===== src/rtl/core/cvg_pkg.sv =====
// ----------------------------------------------------------------------------
// Chiptune voice generator package
// Shared constants, configuration and job types for the voice generator.
// ----------------------------------------------------------------------------
package cvg_pkg;

  // Defaults for the top-level parameters
  localparam int unsigned SineTableDepthDefault = 64;
  localparam int unsigned PhaseBitsDefault      = 32;

  // Decoupling queue between front and back
  localparam int unsigned QueueDepth = 2;

  // Configuration port
  localparam int unsigned CfgIdxWidth  = 2;
  localparam int unsigned CfgDataWidth = 24;

  localparam logic [CfgIdxWidth-1:0] CfgWaveShape = 2'd0;
  localparam logic [CfgIdxWidth-1:0] CfgDuty      = 2'd1;
  localparam logic [CfgIdxWidth-1:0] CfgDecay     = 2'd2;

  // Reset values
  localparam logic [15:0] DutyReset = 16'h8000;
  localparam logic [15:0] LfsrSeed  = 16'hACE1;

  // Mid-scale output used for silence
  localparam logic [7:0] SilentSample = 8'd127;

  typedef enum logic [1:0] {
    WAVE_SQUARE,
    WAVE_TRIANGLE,
    WAVE_SINE,
    WAVE_NOISE
  } wave_shape_e;

  typedef struct packed {
    wave_shape_e shape;
    logic [15:0] duty;
    logic [23:0] decay;
  } cfg_t;

  // One sample's worth of work handed from front to back
  typedef struct packed {
    logic        silent;
    logic [31:0] phase;      // phase left-aligned to 32 bits
    logic [23:0] volume;     // 8.16 volume used for this sample
    logic [15:0] noise_raw;  // held LFSR value, reduced mod 2000 in the back
  } job_t;

  typedef struct packed {
    logic push;
    logic pop;
    logic full;
    logic empty;
  } queue_status_t;

endpackage


===== src/rtl/core/cvg_stream_if.sv =====
// ----------------------------------------------------------------------------
// Voice generator stream interfaces
// Valid/ready channels for note/tick beats in and audio sample beats out.
// ----------------------------------------------------------------------------
interface cvg_in_if;
  logic        valid;
  logic        ready;
  logic        mode;
  logic [31:0] phase_step;
  logic [7:0]  start_volume;
  logic [15:0] noise_period;

  modport source (output valid, mode, phase_step, start_volume, noise_period, input ready);
  modport sink   (input valid, mode, phase_step, start_volume, noise_period, output ready);
endinterface

interface cvg_out_if;
  logic       valid;
  logic       ready;
  logic [7:0] sample;
  logic [7:0] envelope_level;

  modport source (output valid, sample, envelope_level, input ready);
  modport sink   (input valid, sample, envelope_level, output ready);
endinterface


===== src/rtl/core/cvg_front.sv =====
// ----------------------------------------------------------------------------
// Voice generator front end
// Accepts beats, applies note starts, and advances phase, envelope and noise
// state; pushes one job per beat into the queue.
// ----------------------------------------------------------------------------
module cvg_front #(
  parameter int unsigned PHASE_BITS = cvg_pkg::PhaseBitsDefault
) (
  input  logic          clk_i,
  input  logic          rst_ni,
  cvg_in_if.sink        in_i,
  input  cvg_pkg::cfg_t cfg_i,
  input  logic          q_ready_i,
  output logic          push_o,
  output cvg_pkg::job_t job_o
);
  import cvg_pkg::*;

  localparam int unsigned PhaseShift = 32 - PHASE_BITS;

  logic [PHASE_BITS-1:0] acc_q, acc_d, acc_eff;
  logic [PHASE_BITS-1:0] inc_q, inc_d, inc_eff;
  logic [23:0]           vol_q, vol_d, vol_eff;
  logic [15:0]           cnt_q, cnt_d, cnt_eff;
  logic [15:0]           hold_q, hold_d, hold_eff;
  logic [15:0]           raw_q, raw_d;
  logic [15:0]           lfsr_q, lfsr_d, lfsr_next;
  logic                  silent_q, silent_d, silent_eff;
  logic [16:0]           cnt_inc;
  logic                  accept;

  assign in_i.ready = q_ready_i;
  assign accept     = in_i.valid && q_ready_i;
  assign push_o     = accept;

  // State as seen by this beat: a note start overrides it
  always_comb begin
    acc_eff    = acc_q;
    inc_eff    = inc_q;
    vol_eff    = vol_q;
    cnt_eff    = cnt_q;
    hold_eff   = hold_q;
    silent_eff = silent_q;
    if (in_i.mode) begin
      acc_eff    = '0;
      inc_eff    = in_i.phase_step[31 -: PHASE_BITS];
      vol_eff    = {in_i.start_volume, 16'h0000};
      cnt_eff    = '0;
      hold_eff   = (in_i.noise_period == 16'd0) ? 16'd1 : in_i.noise_period;
      silent_eff = (in_i.phase_step == 32'd0) || (in_i.start_volume == 8'd0);
    end
  end

  // x^16+x^14+x^13+x^11, shifting right
  assign lfsr_next = {lfsr_q[0] ^ lfsr_q[2] ^ lfsr_q[3] ^ lfsr_q[5], lfsr_q[15:1]};
  assign cnt_inc   = {1'b0, cnt_eff} + 17'd1;

  // Next state
  always_comb begin
    acc_d    = acc_q;
    inc_d    = inc_q;
    vol_d    = vol_q;
    cnt_d    = cnt_q;
    hold_d   = hold_q;
    raw_d    = raw_q;
    lfsr_d   = lfsr_q;
    silent_d = silent_q;
    if (accept) begin
      acc_d    = acc_eff;
      inc_d    = inc_eff;
      vol_d    = vol_eff;
      cnt_d    = cnt_eff;
      hold_d   = hold_eff;
      silent_d = silent_eff;
      if (!silent_eff) begin
        if (cnt_eff == 16'd0) begin
          lfsr_d = lfsr_next;
          raw_d  = lfsr_next;
        end
        cnt_d = (cnt_inc >= {1'b0, hold_eff}) ? 16'd0 : cnt_inc[15:0];
        acc_d = acc_eff + inc_eff;
        vol_d = (vol_eff > cfg_i.decay) ? (vol_eff - cfg_i.decay) : 24'd0;
      end
    end
  end

  // Job for this beat
  always_comb begin
    job_o.silent    = silent_eff;
    job_o.phase     = 32'(acc_eff) << PhaseShift;
    job_o.volume    = vol_eff;
    job_o.noise_raw = (cnt_eff == 16'd0) ? lfsr_next : raw_q;
  end

  always_ff @(posedge clk_i or negedge rst_ni) begin
    if (!rst_ni) begin
      acc_q    <= '0;
      inc_q    <= '0;
      vol_q    <= '0;
      cnt_q    <= '0;
      hold_q   <= 16'd1;
      raw_q    <= '0;
      lfsr_q   <= LfsrSeed;
      silent_q <= 1'b1;
    end else begin
      acc_q    <= acc_d;
      inc_q    <= inc_d;
      vol_q    <= vol_d;
      cnt_q    <= cnt_d;
      hold_q   <= hold_d;
      raw_q    <= raw_d;
      lfsr_q   <= lfsr_d;
      silent_q <= silent_d;
    end
  end

endmodule


===== src/rtl/core/cvg_queue.sv =====
// ----------------------------------------------------------------------------
// Voice generator job queue
// Short FIFO that decouples the front end from the sample pipeline.
// ----------------------------------------------------------------------------
module cvg_queue (
  input  logic                   clk_i,
  input  logic                   rst_ni,
  input  logic                   push_i,
  input  cvg_pkg::job_t          job_i,
  input  logic                   pop_i,
  output cvg_pkg::job_t          job_o,
  output logic                   valid_o,
  output logic                   ready_o,
  output cvg_pkg::queue_status_t status_o
);
  import cvg_pkg::*;

  localparam int unsigned PtrW = (QueueDepth > 1) ? $clog2(QueueDepth) : 1;
  localparam int unsigned CntW = $clog2(QueueDepth + 1);

  job_t            entry_q [QueueDepth];
  logic [PtrW-1:0] wr_ptr_q, wr_ptr_d, rd_ptr_q, rd_ptr_d;
  logic [CntW-1:0] count_q, count_d;
  logic            full, empty, do_push, do_pop;

  assign full    = (count_q == CntW'(QueueDepth));
  assign empty   = (count_q == '0);
  assign do_push = push_i && !full;
  assign do_pop  = pop_i && !empty;

  assign job_o   = entry_q[rd_ptr_q];
  assign valid_o = !empty;
  assign ready_o = !full;

  assign status_o.push  = push_i;
  assign status_o.pop   = pop_i;
  assign status_o.full  = full;
  assign status_o.empty = empty;

  // Pointer and fill count update
  always_comb begin
    wr_ptr_d = wr_ptr_q;
    rd_ptr_d = rd_ptr_q;
    count_d  = count_q;
    if (do_push) begin
      wr_ptr_d = (wr_ptr_q == PtrW'(QueueDepth - 1)) ? '0 : wr_ptr_q + 1'b1;
    end
    if (do_pop) begin
      rd_ptr_d = (rd_ptr_q == PtrW'(QueueDepth - 1)) ? '0 : rd_ptr_q + 1'b1;
    end
    if (do_push && !do_pop) begin
      count_d = count_q + 1'b1;
    end else if (do_pop && !do_push) begin
      count_d = count_q - 1'b1;
    end
  end

  always_ff @(posedge clk_i or negedge rst_ni) begin
    if (!rst_ni) begin
      wr_ptr_q <= '0;
      rd_ptr_q <= '0;
      count_q  <= '0;
    end else begin
      wr_ptr_q <= wr_ptr_d;
      rd_ptr_q <= rd_ptr_d;
      count_q  <= count_d;
    end
  end

  // Entry storage
  always_ff @(posedge clk_i) begin
    if (do_push) begin
      entry_q[wr_ptr_q] <= job_i;
    end
  end

endmodule


===== src/rtl/core/cvg_back.sv =====
// ----------------------------------------------------------------------------
// Voice generator sample pipeline
// Turns queued jobs into samples: wave lookup, noise reduction, volume
// multiply, offset and scale, with a registered output beat.
// ----------------------------------------------------------------------------
module cvg_back #(
  parameter int unsigned SINE_TABLE_DEPTH = cvg_pkg::SineTableDepthDefault
) (
  input  logic          clk_i,
  input  logic          rst_ni,
  input  cvg_pkg::cfg_t cfg_i,
  input  cvg_pkg::job_t job_i,
  input  logic          job_valid_i,
  output logic          pop_o,
  cvg_out_if.source     out_o
);
  import cvg_pkg::*;

  localparam int unsigned AddrW  = $clog2(SINE_TABLE_DEPTH);
  localparam int unsigned DepthW = $clog2(SINE_TABLE_DEPTH + 1);

  localparam logic [63:0] HalfPiQ30 = 64'd1686629713;
  localparam logic [63:0] SeriesDiv [7] = '{64'd6, 64'd20, 64'd42, 64'd72,
                                            64'd110, 64'd156, 64'd210};

  // floor(x/2000) estimates: never high, at most one low
  localparam logic [15:0] NoiseRecip = 16'd33554;   // 2^26 / 2000
  localparam logic [19:0] LevelRecip = 20'd536870;  // 2^30 / 2000

  localparam logic signed [42:0] ToneOffset  = 43'sd1095216660480; // 255 * 2^32
  localparam logic signed [42:0] NoiseOffset = 43'sd16711680000;   // 255000 * 2^16

  // Quarter-wave sine entry by a fixed-point Taylor series
  function automatic logic [15:0] quarter_sine(input int unsigned k);
    logic [63:0] th;
    logic [63:0] term;
    logic [63:0] sum;
    logic [63:0] r;
    th   = (HalfPiQ30 * 64'(k)) / 64'(SINE_TABLE_DEPTH);
    term = th;
    sum  = th;
    for (int n = 1; n <= 7; n++) begin
      term = (term * th) >> 30;
      term = (term * th) >> 30;
      term = term / SeriesDiv[n-1];
      if (n % 2 == 1) begin
        sum = sum - term;
      end else begin
        sum = sum + term;
      end
    end
    r = (sum + 64'd8192) >> 14;
    return (r > 64'd65535) ? 16'hFFFF : r[15:0];
  endfunction

  logic [15:0] sine_rom [SINE_TABLE_DEPTH];

  for (genvar k = 0; k < SINE_TABLE_DEPTH; k++) begin : g_rom
    localparam logic [15:0] Entry = quarter_sine(k);
    assign sine_rom[k] = Entry;
  end

  logic is_noise;
  logic adv;

  assign is_noise = (cfg_i.shape == WAVE_NOISE);

  // Whole pipeline moves when the output slot is free or being taken
  logic       out_valid_q;
  logic [7:0] out_sample_q, out_sample_d;
  logic [7:0] out_level_q, out_level_d;

  assign adv   = !out_valid_q || out_o.ready;
  assign pop_o = adv && job_valid_i;

  // ---------------- stage 1: wave value, noise quotient estimate
  logic [31:0]             ph;
  logic [32:0]             tri_dist;
  logic signed [18:0]      tri_wave;
  logic [30+DepthW-1:0]    pos_scaled;
  logic [DepthW-1:0]       sin_idx, sin_mir;
  logic [16:0]             sin_mag;
  logic signed [17:0]      wave;
  logic [31:0]             raw_scaled;

  assign ph = job_i.phase;

  always_comb begin
    tri_dist   = ph[31] ? (33'h1_0000_0000 - {1'b0, ph}) : {1'b0, ph};
    tri_wave   = $signed({1'b0, tri_dist[31:14]}) - 19'sd65536;
    pos_scaled = (30+DepthW)'(ph[29:0]) * (30+DepthW)'(SINE_TABLE_DEPTH);
    sin_idx    = pos_scaled[30 +: DepthW];
    sin_mir    = ph[30] ? (DepthW'(SINE_TABLE_DEPTH) - sin_idx) : sin_idx;
    sin_mag    = (sin_mir >= DepthW'(SINE_TABLE_DEPTH)) ? 17'h10000
                                                        : {1'b0, sine_rom[sin_mir[AddrW-1:0]]};
    case (cfg_i.shape)
      WAVE_SQUARE:   wave = (ph < {cfg_i.duty, 16'h0000}) ? 18'sd65536 : -18'sd65536;
      WAVE_TRIANGLE: wave = tri_wave[17:0];
      WAVE_SINE:     wave = ph[31] ? -$signed({1'b0, sin_mag}) : $signed({1'b0, sin_mag});
      default:       wave = '0;
    endcase
    raw_scaled = {16'h0000, job_i.noise_raw} * {16'h0000, NoiseRecip};
  end

  logic               s1_valid_q;
  logic               s1_silent_q;
  logic signed [17:0] s1_wave_q;
  logic [23:0]        s1_vol_q;
  logic [15:0]        s1_raw_q;
  logic [5:0]         s1_qn_q;

  // ---------------- stage 2: noise value mod 2000, multiplier operand
  logic [16:0]        nv_full;
  logic [10:0]        nv;
  logic signed [17:0] operand;

  always_comb begin
    nv_full = {1'b0, s1_raw_q} - (17'(s1_qn_q) * 17'd2000);
    nv      = (nv_full >= 17'd2000) ? 11'(nv_full - 17'd2000) : nv_full[10:0];
    operand = is_noise ? ($signed({7'b0, nv}) - 18'sd1000) : s1_wave_q;
  end

  logic               s2_valid_q;
  logic               s2_silent_q;
  logic signed [17:0] s2_a_q;
  logic [23:0]        s2_vol_q;

  // ---------------- stage 3: operand (wave or noise value) times volume
  logic signed [42:0] prod;

  assign prod = 43'(s2_a_q * $signed({1'b0, s2_vol_q}));

  logic               s3_valid_q;
  logic               s3_silent_q;
  logic signed [42:0] s3_prod_q;
  logic [7:0]         s3_level_q;

  // ---------------- stage 4: offset, clamp, tone sample or noise scaled sum
  logic signed [42:0] total;
  logic [9:0]         tone_wide;
  logic [7:0]         tone_s;
  logic [18:0]        noise_y;

  always_comb begin
    total     = s3_prod_q + (is_noise ? NoiseOffset : ToneOffset);
    tone_wide = total[42:33];
    tone_s    = (tone_wide > 10'd255) ? 8'd255 : tone_wide[7:0];
    noise_y   = total[34:16];
    if (total[42]) begin
      tone_s  = 8'd0;
      noise_y = '0;
    end
  end

  logic        s4_valid_q;
  logic        s4_silent_q;
  logic [7:0]  s4_tone_q;
  logic [18:0] s4_y_q;
  logic [7:0]  s4_level_q;

  // ---------------- stage 5: quotient estimate of y / 2000
  logic [38:0] y_scaled;

  assign y_scaled = {20'h00000, s4_y_q} * {19'h00000, LevelRecip};

  logic        s5_valid_q;
  logic        s5_silent_q;
  logic [7:0]  s5_tone_q;
  logic [18:0] s5_y_q;
  logic [8:0]  s5_qy_q;
  logic [7:0]  s5_level_q;

  // ---------------- output: quotient correction and final select
  logic [19:0] y_rem;
  logic [9:0]  qf;
  logic [7:0]  noise_s;

  always_comb begin
    y_rem   = {1'b0, s5_y_q} - (20'(s5_qy_q) * 20'd2000);
    qf      = (y_rem >= 20'd2000) ? ({1'b0, s5_qy_q} + 10'd1) : {1'b0, s5_qy_q};
    noise_s = (qf > 10'd255) ? 8'd255 : qf[7:0];
    if (s5_silent_q) begin
      out_sample_d = SilentSample;
      out_level_d  = 8'd0;
    end else begin
      out_sample_d = is_noise ? noise_s : s5_tone_q;
      out_level_d  = s5_level_q;
    end
  end

  // Stage valid bits
  always_ff @(posedge clk_i or negedge rst_ni) begin
    if (!rst_ni) begin
      s1_valid_q  <= 1'b0;
      s2_valid_q  <= 1'b0;
      s3_valid_q  <= 1'b0;
      s4_valid_q  <= 1'b0;
      s5_valid_q  <= 1'b0;
      out_valid_q <= 1'b0;
    end else if (adv) begin
      s1_valid_q  <= job_valid_i;
      s2_valid_q  <= s1_valid_q;
      s3_valid_q  <= s2_valid_q;
      s4_valid_q  <= s3_valid_q;
      s5_valid_q  <= s4_valid_q;
      out_valid_q <= s5_valid_q;
    end
  end

  // Stage payload
  always_ff @(posedge clk_i) begin
    if (adv) begin
      s1_silent_q  <= job_i.silent;
      s1_wave_q    <= wave;
      s1_vol_q     <= job_i.volume;
      s1_raw_q     <= job_i.noise_raw;
      s1_qn_q      <= raw_scaled[31:26];
      s2_silent_q  <= s1_silent_q;
      s2_a_q       <= operand;
      s2_vol_q     <= s1_vol_q;
      s3_silent_q  <= s2_silent_q;
      s3_prod_q    <= prod;
      s3_level_q   <= s2_vol_q[23:16];
      s4_silent_q  <= s3_silent_q;
      s4_tone_q    <= tone_s;
      s4_y_q       <= noise_y;
      s4_level_q   <= s3_level_q;
      s5_silent_q  <= s4_silent_q;
      s5_tone_q    <= s4_tone_q;
      s5_y_q       <= s4_y_q;
      s5_qy_q      <= y_scaled[38:30];
      s5_level_q   <= s4_level_q;
      out_sample_q <= out_sample_d;
      out_level_q  <= out_level_d;
    end
  end

  assign out_o.valid          = out_valid_q;
  assign out_o.sample         = out_sample_q;
  assign out_o.envelope_level = out_level_q;

endmodule


===== src/rtl/core/chiptune_voice_generator.sv =====
// ----------------------------------------------------------------------------
// Chiptune voice generator
// Tone voice with square, triangle, sine and held-noise shapes and a linear
// decay envelope; one unsigned 8-bit sample per input beat.
// ----------------------------------------------------------------------------
// Each input beat (a tick, or a note start followed by its first tick) gives
// exactly one output beat carrying the sample and the envelope level. The
// voice takes one beat per clock cycle while the job queue has room; each
// sample passes the job queue and then the six-register sample pipeline (wave
// lookup, noise reduction, volume multiply, offset and scale, quotient
// correction, output register). The pipeline moves as one and holds while
// the output beat waits; a two-entry job queue between the front end and the
// pipeline keeps input beats flowing until it fills. Configuration registers
// may only be written while no beat is in flight.
module chiptune_voice_generator #(
  parameter int unsigned SINE_TABLE_DEPTH = cvg_pkg::SineTableDepthDefault,
  parameter int unsigned PHASE_BITS       = cvg_pkg::PhaseBitsDefault
) (
  input  logic                             clk_i,
  input  logic                             rst_ni,
  cvg_in_if.sink                           in_i,
  cvg_out_if.source                        out_o,
  input  logic                             cfg_we_i,
  input  logic [cvg_pkg::CfgIdxWidth-1:0]  cfg_idx_i,
  input  logic [cvg_pkg::CfgDataWidth-1:0] cfg_data_i
);
  import cvg_pkg::*;

  cfg_t          cfg_q, cfg_d;
  job_t          front_job, queue_job;
  logic          front_push, queue_ready, queue_valid, back_pop;
  queue_status_t q_stat;

  // Configuration registers
  always_comb begin
    cfg_d = cfg_q;
    if (cfg_we_i) begin
      case (cfg_idx_i)
        CfgWaveShape: cfg_d.shape = wave_shape_e'(cfg_data_i[1:0]);
        CfgDuty:      cfg_d.duty  = cfg_data_i[15:0];
        CfgDecay:     cfg_d.decay = cfg_data_i[23:0];
        default:      cfg_d = cfg_q;
      endcase
    end
  end

  always_ff @(posedge clk_i or negedge rst_ni) begin
    if (!rst_ni) begin
      cfg_q.shape <= WAVE_SQUARE;
      cfg_q.duty  <= DutyReset;
      cfg_q.decay <= '0;
    end else begin
      cfg_q <= cfg_d;
    end
  end

  cvg_front #(
    .PHASE_BITS (PHASE_BITS)
  ) u_front (
    .clk_i     (clk_i),
    .rst_ni    (rst_ni),
    .in_i      (in_i),
    .cfg_i     (cfg_q),
    .q_ready_i (queue_ready),
    .push_o    (front_push),
    .job_o     (front_job)
  );

  cvg_queue u_queue (
    .clk_i    (clk_i),
    .rst_ni   (rst_ni),
    .push_i   (front_push),
    .job_i    (front_job),
    .pop_i    (back_pop),
    .job_o    (queue_job),
    .valid_o  (queue_valid),
    .ready_o  (queue_ready),
    .status_o (q_stat)
  );

  cvg_back #(
    .SINE_TABLE_DEPTH (SINE_TABLE_DEPTH)
  ) u_back (
    .clk_i       (clk_i),
    .rst_ni      (rst_ni),
    .cfg_i       (cfg_q),
    .job_i       (queue_job),
    .job_valid_i (queue_valid),
    .pop_o       (back_pop),
    .out_o       (out_o)
  );

  // Front never pushes into a full queue
  a_queue_no_overflow: assert property (@(posedge clk_i) disable iff (!rst_ni)
    q_stat.push |-> !q_stat.full)
    else $error("job pushed into full queue");

  // Back never pops an empty queue
  a_queue_no_underflow: assert property (@(posedge clk_i) disable iff (!rst_ni)
    q_stat.pop |-> !q_stat.empty)
    else $error("job popped from empty queue");

  // Volume below one step cannot move the sample off mid-scale
  a_quiet_level: assert property (@(posedge clk_i) disable iff (!rst_ni)
    (out_o.valid && (out_o.envelope_level == 8'd0)) |-> (out_o.sample == SilentSample))
    else $error("sample off mid-scale at zero envelope level");

endmodule

===== src/flat_wrapper.sv =====
// flat-port wrapper written by rule: the top's interface ports become plain ports
module chiptune_voice_generator_flat import cvg_pkg::*;
#(
  parameter int unsigned SINE_TABLE_DEPTH = cvg_pkg::SineTableDepthDefault,
  parameter int unsigned PHASE_BITS       = cvg_pkg::PhaseBitsDefault
)
  (clk_i, rst_ni, cfg_we_i, cfg_idx_i, cfg_data_i, in_i_valid, in_i_mode, in_i_phase_step, in_i_start_volume, in_i_noise_period, in_i_ready, out_o_valid, out_o_sample, out_o_envelope_level, out_o_ready);
  cvg_in_if in_i_i ();
  cvg_out_if out_o_i ();
  input  logic clk_i;
  input  logic rst_ni;
  input  logic cfg_we_i;
  input  logic [cvg_pkg::CfgIdxWidth-1:0] cfg_idx_i;
  input  logic [cvg_pkg::CfgDataWidth-1:0] cfg_data_i;
  input wire logic [$bits(in_i_i.valid)-1:0] in_i_valid;
  input wire logic [$bits(in_i_i.mode)-1:0] in_i_mode;
  input wire logic [$bits(in_i_i.phase_step)-1:0] in_i_phase_step;
  input wire logic [$bits(in_i_i.start_volume)-1:0] in_i_start_volume;
  input wire logic [$bits(in_i_i.noise_period)-1:0] in_i_noise_period;
  output wire logic [$bits(in_i_i.ready)-1:0] in_i_ready;
  output wire logic [$bits(out_o_i.valid)-1:0] out_o_valid;
  output wire logic [$bits(out_o_i.sample)-1:0] out_o_sample;
  output wire logic [$bits(out_o_i.envelope_level)-1:0] out_o_envelope_level;
  input wire logic [$bits(out_o_i.ready)-1:0] out_o_ready;
  assign in_i_i.valid = in_i_valid;
  assign in_i_i.mode = in_i_mode;
  assign in_i_i.phase_step = in_i_phase_step;
  assign in_i_i.start_volume = in_i_start_volume;
  assign in_i_i.noise_period = in_i_noise_period;
  assign in_i_ready = in_i_i.ready;
  assign out_o_valid = out_o_i.valid;
  assign out_o_sample = out_o_i.sample;
  assign out_o_envelope_level = out_o_i.envelope_level;
  assign out_o_i.ready = out_o_ready;
  chiptune_voice_generator #(.SINE_TABLE_DEPTH(SINE_TABLE_DEPTH), .PHASE_BITS(PHASE_BITS)) u_core (.clk_i(clk_i), .rst_ni(rst_ni), .in_i(in_i_i), .out_o(out_o_i), .cfg_we_i(cfg_we_i), .cfg_idx_i(cfg_idx_i), .cfg_data_i(cfg_data_i));
endmodule

===== config.mk =====
export PLATFORM = sky130hd
export DESIGN_NAME = chiptune_voice_generator_flat
export DESIGN_NICKNAME = d
export VERILOG_FILES = /design/src/rtl/core/cvg_pkg.sv /design/src/rtl/core/cvg_stream_if.sv /design/src/rtl/core/cvg_front.sv /design/src/rtl/core/cvg_queue.sv /design/src/rtl/core/cvg_back.sv /design/src/rtl/core/chiptune_voice_generator.sv /design/src/flat_wrapper.sv
export SDC_FILE = /design/constraint.sdc
export NUM_CORES = 2
export LEC_CHECK = 0
export BUFFER_PORTS_ARGS = -buffer_cell sky130_fd_sc_hd__buf_2
export CELL_PAD_IN_SITES_DETAIL_PLACEMENT = 1
export CELL_PAD_IN_SITES_GLOBAL_PLACEMENT = 1
export CORE_ASPECT_RATIO = 0.75
export CORE_MARGIN = 2
export CORE_UTILIZATION = 56
export DETAILED_ROUTE_END_ITERATION = 10
export GPL_ROUTABILITY_DRIVEN = 1
export PLACE_DENSITY_LB_ADDON = 0.1
export SLEW_MARGIN = 40
export SYNTH_ARGS = -nofsm -noshare
export SYNTH_HDL_FRONTEND = slang
export SYNTH_HIERARCHICAL = 1
export SYNTH_SLANG_ARGS = --single-unit

===== constraint.sdc =====
create_clock -name clk_i -period 14.85 [get_ports clk_i]
set_input_delay 0 -clock clk_i [delete_from_list [all_inputs] [get_ports clk_i]]
set_output_delay 0 -clock clk_i [all_outputs]
set_load 0.02 [all_outputs]

==> run metrics <==
Initial Util=0.564; # clock sinks=588; Fin Setup TNS=0 ps; later-pin clock latency in the skew report=670 ps; core area=97,000 µm²; final-report hold violation count=0; crit-path cells=inv_1 -> fa_1 -> fa_1 -> fa_1 -> fa_1 -> inv_1 -> ha_1 -> o21a_1 -> o31a_1 -> o211ai_1 -> a21oi_1 -> a2111oi_0 -> xor2_1 -> ha_1 -> nor3b_1 -> a31oi_1 -> o211a_1 -> o2111ai_1 -> a2111oi_0 -> nand4_1 -> nor3_4 -> mux2i_1 -> a21oi_2 -> o32a_1; DR DRC count=0; achievable clock frequency=0.133 GHz; hold path cells=3; CP max stage cell=a2111oi_0; final WL=161,000 µm; worst slew pin tran=903 ps; Port-buffer cells=105; worst reg-to-reg path cell count=24; die width=365 µm; post-route clock period utilization=0.506; Vias=40,100; Placement Setup Slack=7340 ps; Setup crit start kind=register; final instance area=59,600 µm²; die area=100,000 µm²; share of post-route cells with drive strength above 1=0.101; Max Cap Violations=0; CP peak stage delay=600 ps; sink of the worst hold path=u_core/cfg_q[21]$_DFFE_PN0P_; Placed Area=56,400 µm²; Setup CP Type=register to register; TritonCTS buffer count=61; initial antenna violation count=7; hold crit path type=input pin to register; root buf cell=clkbuf_16; fin. max-slew vios=0; global route overflow=0; post-synthesis instance area=54,700 µm²; TritonRoute pass-1 iters=6; largest net degree at the start of global routing=81; vias per cell=5.94; R2R Setup Slk=7330 ps; CTS tree=yes; post-CTS resize count=0; CP Max Fanout=10; post-route ant nets=0; critical path arrival=7930 ps; reg2reg end=u_core/u_back/out_o.sample[6]$_SDFFCE_PP1N_; Fill cells=10,400; first-pass GRT wire length=253,000 µm; Syn. warnings=6; setup violators final=0; Worst-path clk slew=70 ps; syn avg cell area=10.4 µm²; row count=99; Post-Syn Instances=5,252; status=completed; Starting DRT DRC Count=3,043; routed length per instance=23.9 µm; setup bufs post-CTS=0; skew final=30.5 ps; footprint of the multi-input gates=34,000 µm²; WP data required=15,260 ps; unrepaired setup endpoints after global routing=false; Area Overhead vs Synth=9.01%; Final HPWL DP=117,000 µm; RePlAce Congestion=0.886; IO Pins=106; final net count=6,554; minimum clock period=7520 ps; # H-tree levels=2; CTS Hold Buffers Added=107; most frequent cell on the critical path=fa_1; relative max-transition margin=0.398; Total Routing Usage GR=0.326; syn_nets=6,431; CP Capture Type=register; Final WS setup=7330 ps; Clock Path Buffers=3; Sequential Area=16,600 µm²; vias in the first global route=43,600; FF-to-FF Start=u_core/u_back/s5_qy_q[1]$_DFFE_PN_; Die Height=275 µm; Hold Startpoint=cfg_data_i[21]
metrics by stage:
stage,hold slack [ps],util,instances
after detailed placement,32.8,0.581,6512
after global routing,100,0.614,6743
after global placement,24.6,0.579,6502
after CTS,40.0,0.613,6735
final,102,0.614,6743
after floorplan,-296,-,5252
registers in the layout, indices dropped and copies added (netlist names), 9 cells and up:
name and flops:
u_core/cfg_q 42, u_core/u_back/s1_raw_q 16, u_core/u_back/s1_vol_q 24, u_core/u_back/s1_wave_q 18, u_core/u_back/s2_a_q 18, u_core/u_back/s2_vol_q 24
u_core/u_back/s3_prod_q 27, u_core/u_back/s4_y_q 19, u_core/u_back/s5_qy_q 9, u_core/u_back/s5_y_q 15, u_core/u_front/acc_q 32, u_core/u_front/cnt_q 16
u_core/u_front/hold_q 16, u_core/u_front/inc_q 32, u_core/u_front/lfsr_q 16, u_core/u_front/raw_q 16, u_core/u_front/vol_q 24, u_core/u_queue/entry_q 146
cells in the final DEF (no fill, tap or decap), types with 105 or more instances in the layout:
master	instances
xnor2_1	106
nand2_1	563
a21oi_1	168
mux2_2	123
edfxtp_1	383
nor2_1	169
dlygate4sd3_1	105
ha_1	603
inv_1	816
and2_1	146
fa_1	488
o21ai_0	157
dfrtp_1	193
worst max-delay path by stage:
stage	from	to	slack (ps)	cells past startpoint
after detailed placement	u_core/u_back/s5_qy_q[0]$_DFFE_PN_	u_core/u_back/out_o.sample[6]$_SDFFCE_PP1N_	7340	27
after floorplan	u_core/u_back/out_o.valid$_DFFE_PN0N_	u_core/u_queue/count_q[1]$_DFFE_PN0P_	6370	8
after CTS	u_core/u_back/s5_qy_q[0]$_DFFE_PN_	u_core/u_back/out_o.sample[6]$_SDFFCE_PP1N_	7290	25
after global routing	u_core/u_back/s5_qy_q[0]$_DFFE_PN_	u_core/u_back/out_o.sample[6]$_SDFFCE_PP1N_	6810	27
final	u_core/u_back/s5_qy_q[1]$_DFFE_PN_	u_core/u_back/out_o.sample[6]$_SDFFCE_PP1N_	7330	24
after global placement	u_core/u_back/s2_a_q[16]$_DFFE_PN_	u_core/u_back/s3_prod_q[42]$_DFFE_PN_	7570	22
final cells by class:
type,instances,share of cell area
diodes,2,0.0000840
clock buffers,78,0.0272
clock inverters,38,0.00699
inverters,821,0.0517
multi-input cells,3642,0.571
flip-flops and latches,588,0.279
well taps,1313,0.0276
repair buffers,261,0.0356
critical path: cells and delay by family, from the launching register on:
family	cells	cell delay (ps)
simple gates	3	740
compound gates	11	2540
buf+inv	2	230
mux	1	280
fa+ha+maj	6	2770
xor+xnor	1	140
flops	1	550
routing by layer:
layer / wire length [µm] / GRT usage / vias to the layer above
li1: - / - / 18000
met5: 56 / 0 / -
met3: 11400 / 0.0709 / 289
met2: 75900 / 0.535 / 1281
met4: 4970 / 0.0971 / 10
met1: 68900 / 0.435 / 20500
Power is not shown: default switching activity piles up to over one toggle a cycle in this logic, so the estimate is an artifact.
